===== src/bscc_pkg.sv =====
// ---------------------------------------------------------------------------
// bscc_pkg: shared types, constants and microcode for the binary search block
// Table sizing, control word layout and the read-only sequencer program.
// ---------------------------------------------------------------------------
package bscc_pkg;

   localparam int TABLE_DEPTH = 16;
   localparam int IDX_W       = (TABLE_DEPTH > 1) ? $clog2(TABLE_DEPTH) : 1;
   localparam int LEN_W       = $clog2(TABLE_DEPTH + 1);
   localparam int ULEN_W      = 5;
   localparam int LIM_W       = (LEN_W > ULEN_W) ? LEN_W : ULEN_W;
   localparam int CNT_W       = 6;
   localparam int FIDX_W      = 4;
   localparam int DATA_W      = 32;
   localparam int CSR_ADDR_W  = 3;
   localparam int CSR_DATA_W  = 32;

   localparam logic [CNT_W-1:0]  COUNT_MAX         = 6'd63;
   localparam logic [ULEN_W-1:0] USED_LENGTH_RESET = 5'd16;

   // register index of used_length
   localparam logic REG_USED_LENGTH = 1'b0;

   // request opcodes
   localparam logic OPC_WRITE  = 1'b0;
   localparam logic OPC_SEARCH = 1'b1;

   typedef logic [1:0] bscc_step_type;

   localparam bscc_step_type STEP_WAIT    = 2'd0;
   localparam bscc_step_type STEP_PROBE   = 2'd1;
   localparam bscc_step_type STEP_COMPARE = 2'd2;
   localparam bscc_step_type STEP_EMIT    = 2'd3;

   typedef enum logic [1:0] {
      OP_ACCEPT,
      OP_PROBE,
      OP_COMPARE,
      OP_EMIT
   } bscc_op_type;

   typedef enum logic [1:0] {
      COND_SEARCH,
      COND_IN_RANGE,
      COND_HIT,
      COND_OUT_FREE
   } bscc_cond_type;

   typedef struct packed {
      logic          req_ready;
      bscc_op_type   op;
      bscc_cond_type cond;
      bscc_step_type jump;
      bscc_step_type next;
   } bscc_uword_type;

   // sequencer to datapath
   typedef struct packed {
      logic        req_ready;
      bscc_op_type op;
   } bscc_ctrl_type;

   // datapath to sequencer
   typedef struct packed {
      logic search_req;
      logic in_range;
      logic hit_now;
      logic out_free;
   } bscc_stat_type;

   // Microcode program: jump when the condition holds, else go to next.
   function automatic bscc_uword_type microcode(input bscc_step_type step);
      bscc_uword_type w;
      case (step)
         STEP_WAIT:    w = '{1'b1, OP_ACCEPT,  COND_SEARCH,   STEP_PROBE, STEP_WAIT};
         STEP_PROBE:   w = '{1'b0, OP_PROBE,   COND_IN_RANGE, STEP_COMPARE, STEP_EMIT};
         STEP_COMPARE: w = '{1'b0, OP_COMPARE, COND_HIT,      STEP_EMIT, STEP_PROBE};
         STEP_EMIT:    w = '{1'b0, OP_EMIT,    COND_OUT_FREE, STEP_WAIT, STEP_EMIT};
         default:      w = '{1'b0, OP_EMIT,    COND_OUT_FREE, STEP_WAIT, STEP_WAIT};
      endcase
      return w;
   endfunction

endpackage


===== src/bscc_if.sv =====
// ---------------------------------------------------------------------------
// bscc_if: request and response channels of the binary search block
// Valid/ready channels; a transfer happens when valid and ready are high.
// ---------------------------------------------------------------------------
interface bscc_req_if;
   logic                           valid;
   logic                           ready;
   logic                           opcode;
   logic [3:0]                     slot_index;
   logic signed [31:0]             item_value;

   modport source (output valid, output opcode, output slot_index, output item_value,
                   input ready);
   modport sink   (input valid, input opcode, input slot_index, input item_value,
                   output ready);
endinterface

interface bscc_rsp_if;
   logic       valid;
   logic       ready;
   logic       found;
   logic [3:0] found_index;
   logic [5:0] comparisons;

   modport source (output valid, output found, output found_index, output comparisons,
                   input ready);
   modport sink   (input valid, input found, input found_index, input comparisons,
                   output ready);
endinterface


===== src/bscc_sequencer.sv =====
// ---------------------------------------------------------------------------
// bscc_sequencer: step counter and microcode table
// Fetches one control word per step and branches on datapath status.
// ---------------------------------------------------------------------------
module bscc_sequencer (
   input  logic                    clock,
   input  logic                    reset,
   input  bscc_pkg::bscc_stat_type stat,
   output bscc_pkg::bscc_ctrl_type ctrl
);
   import bscc_pkg::*;

   bscc_step_type  step_ff;
   bscc_step_type  step_in;
   bscc_uword_type uword;
   logic           take;

   // fetch the control word of the current step
   assign uword = microcode(step_ff);

   // evaluate the branch condition
   always_comb begin
      case (uword.cond)
         COND_SEARCH:   take = stat.search_req;
         COND_IN_RANGE: take = stat.in_range;
         COND_HIT:      take = stat.hit_now;
         COND_OUT_FREE: take = stat.out_free;
         default:       take = 1'b0;
      endcase
   end

   // pick the next step
   always_comb begin
      step_in = take ? uword.jump : uword.next;
   end

   always_ff @(posedge clock) begin
      if (reset) begin
         step_ff <= STEP_WAIT;
      end else begin
         step_ff <= step_in;
      end
   end

   // drive the datapath
   always_comb begin
      ctrl.req_ready = uword.req_ready;
      ctrl.op        = uword.op;
   end

endmodule


===== src/bscc_datapath.sv =====
// ---------------------------------------------------------------------------
// bscc_datapath: value table, search bounds, comparison count, response register
// Executes the operation named by the current control word.
// ---------------------------------------------------------------------------
module bscc_datapath (
   input  logic                           clock,
   input  logic                           reset,
   input  bscc_pkg::bscc_ctrl_type        ctrl,
   output bscc_pkg::bscc_stat_type        stat,
   input  logic [bscc_pkg::ULEN_W-1:0]    used_length,
   bscc_req_if.sink                       req_chan,
   bscc_rsp_if.source                     rsp_chan
);
   import bscc_pkg::*;

   logic signed [DATA_W-1:0] table_mem [TABLE_DEPTH];
   logic signed [DATA_W-1:0] rd_data_ff;
   logic signed [DATA_W-1:0] key_ff;
   logic [LEN_W-1:0]         lo_ff;
   logic [LEN_W-1:0]         hi_ff;
   logic [IDX_W-1:0]         mid_ff;
   logic [IDX_W-1:0]         where_ff;
   logic                     hit_ff;
   logic [CNT_W-1:0]         count_ff;
   logic                     rsp_valid_ff;
   logic                     rsp_found_ff;
   logic [FIDX_W-1:0]        rsp_index_ff;
   logic [CNT_W-1:0]         rsp_count_ff;

   logic [LEN_W-1:0]         len_sat;
   logic [LEN_W-1:0]         span;
   logic [LEN_W-1:0]         mid_full;
   logic [CNT_W-1:0]         count_plus1;
   logic [CNT_W-1:0]         count_plus2;
   logic                     accept;
   logic                     key_eq;
   logic                     key_gt;

   assign req_chan.ready = ctrl.req_ready;
   assign accept         = req_chan.valid && ctrl.req_ready;

   // clamp the search length to the table depth
   always_comb begin
      if (LIM_W'(used_length) > LIM_W'(TABLE_DEPTH)) begin
         len_sat = LEN_W'(TABLE_DEPTH);
      end else begin
         len_sat = LEN_W'(used_length);
      end
   end

   // midpoint of the half-open range [lo, hi)
   always_comb begin
      span     = hi_ff - lo_ff - LEN_W'(1);
      mid_full = lo_ff + (span >> 1);
   end

   // saturating comparison count
   always_comb begin
      count_plus1 = (count_ff == COUNT_MAX) ? count_ff : count_ff + CNT_W'(1);
      count_plus2 = (count_plus1 == COUNT_MAX) ? count_plus1 : count_plus1 + CNT_W'(1);
   end

   assign key_eq = (rd_data_ff == key_ff);
   assign key_gt = (rd_data_ff < key_ff);

   // status back to the sequencer
   always_comb begin
      stat.search_req = req_chan.valid && (req_chan.opcode == OPC_SEARCH);
      stat.in_range   = (lo_ff < hi_ff);
      stat.hit_now    = key_eq;
      stat.out_free   = !rsp_valid_ff || rsp_chan.ready;
   end

   // table write and registered probe read
   always_ff @(posedge clock) begin
      if ((ctrl.op == OP_ACCEPT) && accept && (req_chan.opcode == OPC_WRITE) &&
          (int'(req_chan.slot_index) < TABLE_DEPTH)) begin
         table_mem[IDX_W'(req_chan.slot_index)] <= req_chan.item_value;
      end
      if (ctrl.op == OP_PROBE) begin
         rd_data_ff <= table_mem[mid_full[IDX_W-1:0]];
      end
   end

   // search bounds, key, hit flag and count
   always_ff @(posedge clock) begin
      case (ctrl.op)
         OP_ACCEPT: begin
            if (accept && (req_chan.opcode == OPC_SEARCH)) begin
               key_ff   <= req_chan.item_value;
               lo_ff    <= '0;
               hi_ff    <= len_sat;
               count_ff <= '0;
               hit_ff   <= 1'b0;
               where_ff <= '0;
            end
         end
         OP_PROBE: begin
            mid_ff <= mid_full[IDX_W-1:0];
         end
         OP_COMPARE: begin
            if (key_eq) begin
               hit_ff   <= 1'b1;
               where_ff <= mid_ff;
               count_ff <= count_plus1;
            end else begin
               count_ff <= count_plus2;
               if (key_gt) begin
                  lo_ff <= LEN_W'(mid_ff) + LEN_W'(1);
               end else begin
                  hi_ff <= LEN_W'(mid_ff);
               end
            end
         end
         default: begin
         end
      endcase
   end

   // response register: load on emit, drop when taken
   always_ff @(posedge clock) begin
      if (reset) begin
         rsp_valid_ff <= 1'b0;
      end else if ((ctrl.op == OP_EMIT) && stat.out_free) begin
         rsp_valid_ff <= 1'b1;
      end else if (rsp_chan.ready) begin
         rsp_valid_ff <= 1'b0;
      end
   end

   always_ff @(posedge clock) begin
      if ((ctrl.op == OP_EMIT) && stat.out_free) begin
         rsp_found_ff <= hit_ff;
         rsp_index_ff <= hit_ff ? FIDX_W'(where_ff) : '0;
         rsp_count_ff <= count_ff;
      end
   end

   assign rsp_chan.valid       = rsp_valid_ff;
   assign rsp_chan.found       = rsp_found_ff;
   assign rsp_chan.found_index = rsp_index_ff;
   assign rsp_chan.comparisons = rsp_count_ff;

endmodule


===== src/binary_search_with_compare_count_top.sv =====
// ---------------------------------------------------------------------------
// binary_search_with_compare_count_top: sorted table with binary search
// Write requests store a value at a slot; search requests return one
// response with hit flag, index and the number of comparisons made.
//
// Usage:
//   req_chan carries opcode, slot_index and item_value. A write request is
//   taken in the wait step and gives no response. A search request makes P
//   probes before its response is loaded into the response register, where
//   P is the number of probes (at most floor(log2(used_length)) + 1, so 5
//   for 16 entries). Each probe is a two-step loop of the microcode: issue
//   the table read at the midpoint, then compare the registered read data
//   and narrow the range. One request is worked on at a time.
//   rsp_chan holds the response in a register; while the receiver stalls
//   the block still accepts writes and starts the next search, which waits
//   in its final step until the response register is free.
//   The csr_ port sets used_length (byte address 0, reset 16, clamped to the
//   table depth); write it only while the block is idle.
//   Reset returns the sequencer to its wait step, empties the response
//   register and restores used_length. Table contents are undefined until
//   written.
// ---------------------------------------------------------------------------
module binary_search_with_compare_count_top (
   input  logic                              clock,
   input  logic                              reset,
   bscc_req_if.sink                          req_chan,
   bscc_rsp_if.source                        rsp_chan,
   input  logic                              csr_psel,
   input  logic                              csr_penable,
   input  logic                              csr_pwrite,
   input  logic [bscc_pkg::CSR_ADDR_W-1:0]   csr_paddr,
   input  logic [bscc_pkg::CSR_DATA_W-1:0]   csr_pwdata,
   output logic [bscc_pkg::CSR_DATA_W-1:0]   csr_prdata,
   output logic                              csr_pready
);
   import bscc_pkg::*;

   bscc_ctrl_type     ctrl;
   bscc_stat_type     stat;
   logic [ULEN_W-1:0] used_length_ff;
   logic              csr_wr;

   // register file: one register at byte address 0
   assign csr_pready = 1'b1;
   assign csr_wr     = csr_psel && csr_penable && csr_pwrite && csr_pready;

   always_ff @(posedge clock) begin
      if (reset) begin
         used_length_ff <= USED_LENGTH_RESET;
      end else if (csr_wr && (csr_paddr[2] == REG_USED_LENGTH)) begin
         used_length_ff <= csr_pwdata[ULEN_W-1:0];
      end
   end

   always_comb begin
      if (csr_paddr[2] == REG_USED_LENGTH) begin
         csr_prdata = CSR_DATA_W'(used_length_ff);
      end else begin
         csr_prdata = '0;
      end
   end

   bscc_sequencer u_seq (
      .clock (clock),
      .reset (reset),
      .stat  (stat),
      .ctrl  (ctrl)
   );

   bscc_datapath u_dp (
      .clock       (clock),
      .reset       (reset),
      .ctrl        (ctrl),
      .stat        (stat),
      .used_length (used_length_ff),
      .req_chan    (req_chan),
      .rsp_chan    (rsp_chan)
   );

endmodule


===== src/flat_wrapper.sv =====
// flat-port wrapper written by rule: the top's interface ports become plain ports
module binary_search_with_compare_count_top_flat import bscc_pkg::*;
  (clock, reset, csr_psel, csr_penable, csr_pwrite, csr_paddr, csr_pwdata, csr_prdata, csr_pready, req_chan_valid, req_chan_opcode, req_chan_slot_index, req_chan_item_value, req_chan_ready, rsp_chan_valid, rsp_chan_found, rsp_chan_found_index, rsp_chan_comparisons, rsp_chan_ready);
  bscc_req_if req_chan_i ();
  bscc_rsp_if rsp_chan_i ();
  input  logic clock;
  input  logic reset;
  input  logic csr_psel;
  input  logic csr_penable;
  input  logic csr_pwrite;
  input  logic [bscc_pkg::CSR_ADDR_W-1:0] csr_paddr;
  input  logic [bscc_pkg::CSR_DATA_W-1:0] csr_pwdata;
  output logic [bscc_pkg::CSR_DATA_W-1:0] csr_prdata;
  output logic csr_pready;
  input wire logic [$bits(req_chan_i.valid)-1:0] req_chan_valid;
  input wire logic [$bits(req_chan_i.opcode)-1:0] req_chan_opcode;
  input wire logic [$bits(req_chan_i.slot_index)-1:0] req_chan_slot_index;
  input wire logic [$bits(req_chan_i.item_value)-1:0] req_chan_item_value;
  output wire logic [$bits(req_chan_i.ready)-1:0] req_chan_ready;
  output wire logic [$bits(rsp_chan_i.valid)-1:0] rsp_chan_valid;
  output wire logic [$bits(rsp_chan_i.found)-1:0] rsp_chan_found;
  output wire logic [$bits(rsp_chan_i.found_index)-1:0] rsp_chan_found_index;
  output wire logic [$bits(rsp_chan_i.comparisons)-1:0] rsp_chan_comparisons;
  input wire logic [$bits(rsp_chan_i.ready)-1:0] rsp_chan_ready;
  assign req_chan_i.valid = req_chan_valid;
  assign req_chan_i.opcode = req_chan_opcode;
  assign req_chan_i.slot_index = req_chan_slot_index;
  assign req_chan_i.item_value = req_chan_item_value;
  assign req_chan_ready = req_chan_i.ready;
  assign rsp_chan_valid = rsp_chan_i.valid;
  assign rsp_chan_found = rsp_chan_i.found;
  assign rsp_chan_found_index = rsp_chan_i.found_index;
  assign rsp_chan_comparisons = rsp_chan_i.comparisons;
  assign rsp_chan_i.ready = rsp_chan_ready;
  binary_search_with_compare_count_top u_core (.clock(clock), .reset(reset), .req_chan(req_chan_i), .rsp_chan(rsp_chan_i), .csr_psel(csr_psel), .csr_penable(csr_penable), .csr_pwrite(csr_pwrite), .csr_paddr(csr_paddr), .csr_pwdata(csr_pwdata), .csr_prdata(csr_prdata), .csr_pready(csr_pready));
endmodule

===== config.mk =====
export PLATFORM = sky130hd
export DESIGN_NAME = binary_search_with_compare_count_top_flat
export DESIGN_NICKNAME = d
export VERILOG_FILES = /design/src/bscc_pkg.sv /design/src/bscc_if.sv /design/src/bscc_sequencer.sv /design/src/bscc_datapath.sv /design/src/binary_search_with_compare_count_top.sv /design/src/flat_wrapper.sv
export SDC_FILE = /design/constraint.sdc
export NUM_CORES = 1
export LEC_CHECK = 0
export BUFFER_PORTS_ARGS = -buffer_cell sky130_fd_sc_hd__buf_2
export CORE_MARGIN = 8
export CORE_UTILIZATION = 63
export CTS_BUF_LIST = sky130_fd_sc_hd__clkbuf_4 sky130_fd_sc_hd__clkbuf_8
export DETAILED_ROUTE_END_ITERATION = 10
export PLACE_DENSITY = 0.78
export SLEW_MARGIN = 20
export SYNTH_ARGS = -nofsm -noshare
export SYNTH_HDL_FRONTEND = slang
export SYNTH_SLANG_ARGS = --single-unit

===== constraint.sdc =====
create_clock -name clock -period 4.97 [get_ports clock]
set_input_delay 0.7455 -clock clock [delete_from_list [all_inputs] [get_ports clock]]
set_output_delay 0.7455 -clock clock [all_outputs]
set_load 0.05 [all_outputs]

==> flow_metrics.tcl <==
set metrics [dict create \
    required_ns 5.34 \
    cts_root_buf "clkbuf_8" \
    cts_tree "done" \
    outcome "completed" \
    finalInstanceArea_um2 27840 \
    synth_ff_type "edfxtp_1" \
    dp_hpwl_um 28830 \
    timing.final.ws_setup_ns 1.068 \
    crit_arrival_ns 4.27 \
    crit_fanout 23 \
    ys_seq_elements 620 \
    worst_pin_slew_ns 1.040 \
    vias_per_cell 6.154 \
    power-per-cell-area_nw_per_um2 640.6 \
    drive_above_1_share 0.2662 \
    coreArea_um2 39370 \
    ant_nets 0 \
    fin_crit_ns 3.902 \
    yosysMostFrequentCell "edfxtp_1" \
    die_x_um 215.0 \
    ios 125 \
    synth_area_um2 24950 \
    rsz0062_at_grt "no" \
    routed_wl_um 50870 \
    fin_skew_ns 0.02947 \
    postCtsSetupBuffers 0 \
    regToRegSetupSlack_ns 1.07 \
    die-area_um2 46220 \
    slew-limit-headroom 0.3047 \
    grt_usage 0.2183 \
    hold_path_end "u_core.used_length_ff[3]" \
    min_delay_path_depth 3 \
    period_share 0.7850 \
    grt_max_degree 66 \
    drv_cap 0 \
    preCtsSetupSlack_ns 1.097 \
    final-hold-violation-count 0 \
    final.setup.tns_ns 0 \
    yosys-top-cells-count "edfxtp_1, mux4_2, nand2_1, inv_1, ha_1" \
    r2r-end "u_core.u_dp.rd_data_ff[13]" \
    path_class "reg2reg" \
    final_util 0.7071 \
    nNetsFinal 1585 \
    ir_drop_v 0.0009433 \
    cts_resized 0 \
    hp-class "in2reg" \
    routabilityCongestion 0.8011 \
    syn_to_final_growth_pct 11.58 \
    grt_overflow 0 \
    setup_viol 0 \
    max_freq_mhz 256.3 \
    syn_inst 1310 \
    portBuffers 67 \
    synth_top_cell_by_area "edfxtp_1" \
    ys_seq_area_frac 0.7431 \
    async_flop_share 0 \
    rows 73 \
    ctsHoldBuffers 0 \
    regToRegStartpoint "u_core.u_dp.lo_ff[0]" \
    synth_edf_count 612 \
    cts.sink_count 620 \
    post_synth_main_area_contributors "edfxtp_1, mux4_2, ha_1, nand2_1, buf_4" \
    drtPass1Iterations 5 \
    wl_per_cell_um 24.79 \
    dieHeight_um 215.0 \
    critPathLaunchType "flop" \
    insertion_delay_ns 0.66 \
    vias 12630 \
    syn_area_per_cell_um2 19.04 \
    cts_inserted_buffers 96 \
    initial_core_util 0.6337 \
    clk_pin_slew_ns 0.06 \
    grt_antenna_before_repair 3 \
    drt_iter0_drc 1523 \
    reg2reg_depth 10 \
    h-tree-depth 3 \
    fillCellCount 2371 \
    placed_cell_area_um2 26050 \
    end_kind "flop" \
    hold_start "csr_pwdata[3]" \
    p_leak_nw 9.430 \
    synth_top_area_share 0.7366 \
    grt_first_pass_wirelength_um 77170 \
    first_global_vias 13160 \
    ys_types 58 \
    yosys_warnings 0 \
    slew_viol_final 0 \
    drc_errors 0 \
    clk_path_buf_depth 3 \
]
-- layout by cell type, fill, tap and decap left out, types with 3 or more instances in the layout --
| cell | n |
|---|---|
| buf_12 | 7 |
| nor2_1 | 19 |
| o21a_1 | 3 |
| clkinv_1 | 25 |
| nand2_1 | 86 |
| buf_4 | 26 |
| nand2b_1 | 7 |
| o21ai_1 | 5 |
| conb_1 | 28 |
| and2_1 | 42 |
| nor3_2 | 4 |
| mux2i_1 | 6 |
| a31oi_1 | 33 |
| mux4_2 | 128 |
| inv_1 | 58 |
| clkbuf_4 | 27 |
| nor2_4 | 12 |
| nor2b_1 | 6 |
| a21oi_1 | 26 |
| clkinv_2 | 13 |
| buf_2 | 67 |
| o21ai_0 | 8 |
| nand4_1 | 6 |
| inv_6 | 5 |
| nand3_1 | 13 |
| dfxtp_1 | 8 |
| xor2_1 | 4 |
| ha_1 | 48 |
| clkinvlp_4 | 3 |
| xnor2_1 | 6 |
| a21o_1 | 8 |
| edfxtp_1 | 612 |
| nor3_1 | 6 |
| clkbuf_8 | 97 |
| a211oi_1 | 35 |
-- how the worst max path moves through the flow --
| stage | end | from | slack, ns | depth (start not counted) |
|---|---|---|---|---|
| 3_5_place_dp | u_core.u_dp.rd_data_ff[13] | u_core.u_dp.lo_ff[0] | 1.10 | 10 |
| 2_1_floorplan | u_core.u_dp.table_mem[0][0] | u_core.u_seq.step_ff[0] | 0.91 | 6 |
| 3_3_place_gp | u_core.u_dp.rd_data_ff[13] | u_core.u_dp.lo_ff[0] | 1.15 | 10 |
| 5_1_grt | u_core.u_dp.rd_data_ff[13] | u_core.u_dp.lo_ff[0] | 0.96 | 10 |
| 6_report | u_core.u_dp.rd_data_ff[13] | u_core.u_dp.lo_ff[0] | 1.07 | 10 |
| 4_1_cts | u_core.u_dp.rd_data_ff[13] | u_core.u_dp.lo_ff[0] | 1.07 | 10 |
-- metal layers --
layer | global-route usage | up-vias | part of all wire
met5 | 0 | - | 0.00031
met4 | 0.07853 | 2 | 0.023
met3 | 0.04846 | 92 | 0.086
met2 | 0.3469 | 546 | 0.49
met1 | 0.2990 | 6518 | 0.40
li1 | - | 5470 | -
-- where the power goes --
group,switching (W),total [W],leakage [nW],internal [W]
logic,0.00415,0.00744,2.88,0.00329
clock network,0.00191,0.00399,0.946,0.00208
registers,0.000104,0.00640,5.61,0.00629
total,0.00617,0.0178,9.43,0.0117
-- flip-flops by register name (all words and copies together), names as in the netlist --
register	flops
u_core.u_dp.rsp_chan.found_index	4
u_core.u_seq.step_ff	2
u_core.u_dp.count_ff	6
u_core.u_dp.rsp_chan.valid	1
u_core.u_dp.lo_ff	5
u_core.u_dp.table_mem	512
u_core.used_length_ff	5
u_core.u_dp.hi_ff	5
u_core.u_dp.rd_data_ff	32
u_core.u_dp.mid_ff	4
u_core.u_dp.hit_ff	1
u_core.u_dp.key_ff	32
u_core.u_dp.where_ff	4
u_core.u_dp.rsp_chan.comparisons	6
u_core.u_dp.rsp_chan.found	1
-- logic make-up after synthesis --
logic type	after synthesis	share of synthesized area
other	2	0.0003010
adder cells (fa/ha/maj)	52	0.02668
multiplexers	135	0.1184
AND/OR/NAND/NOR	215	0.04343
buffers and inverters	141	0.02869
XOR/XNOR	12	0.004213
AO/OA/AOI/OAI	133	0.03521
flip-flops	620	0.7431
-- worst max-delay path, stage by stage, from the launching register on --
cell	delay, ns
edfxtp_1	0.42
nand2b_1	0.22
fa_1	0.42
xnor2_1	0.22
inv_1	0.09
fa_4	0.88
buf_4	0.36
mux4_2	0.35
and2_1	0.17
a211oi_1	0.38
a31oi_1	0.09
-- metrics by stage --
stage	total power, W	instances	hold WS [ns]
after floorplan	0.01203	1336	0.4507
after global routing	0.01875	2052	0.3331
final	0.01783	2052	0.3422
after detailed placement	0.01400	1881	0.4780
after global placement	0.01385	1881	0.4709
after CTS	0.01798	2050	0.3011
-- final cells by class --
class                           instances  area (um^2)  share of cell area
Multi-Input combinational cell        575         5951              0.2138
Timing Repair Buffer                  100        670.6             0.02409
Sequential cell                       620        18540              0.6660
Clock buffer                          124         1538             0.05524
Inverter                               61        229.0            0.008226
Clock inverter                         45        247.7            0.008900
Tap cell                              525        656.9             0.02360
Antenna cell                            2        5.005           0.0001798
Note: power is estimated with default switching activity, not from simulation.
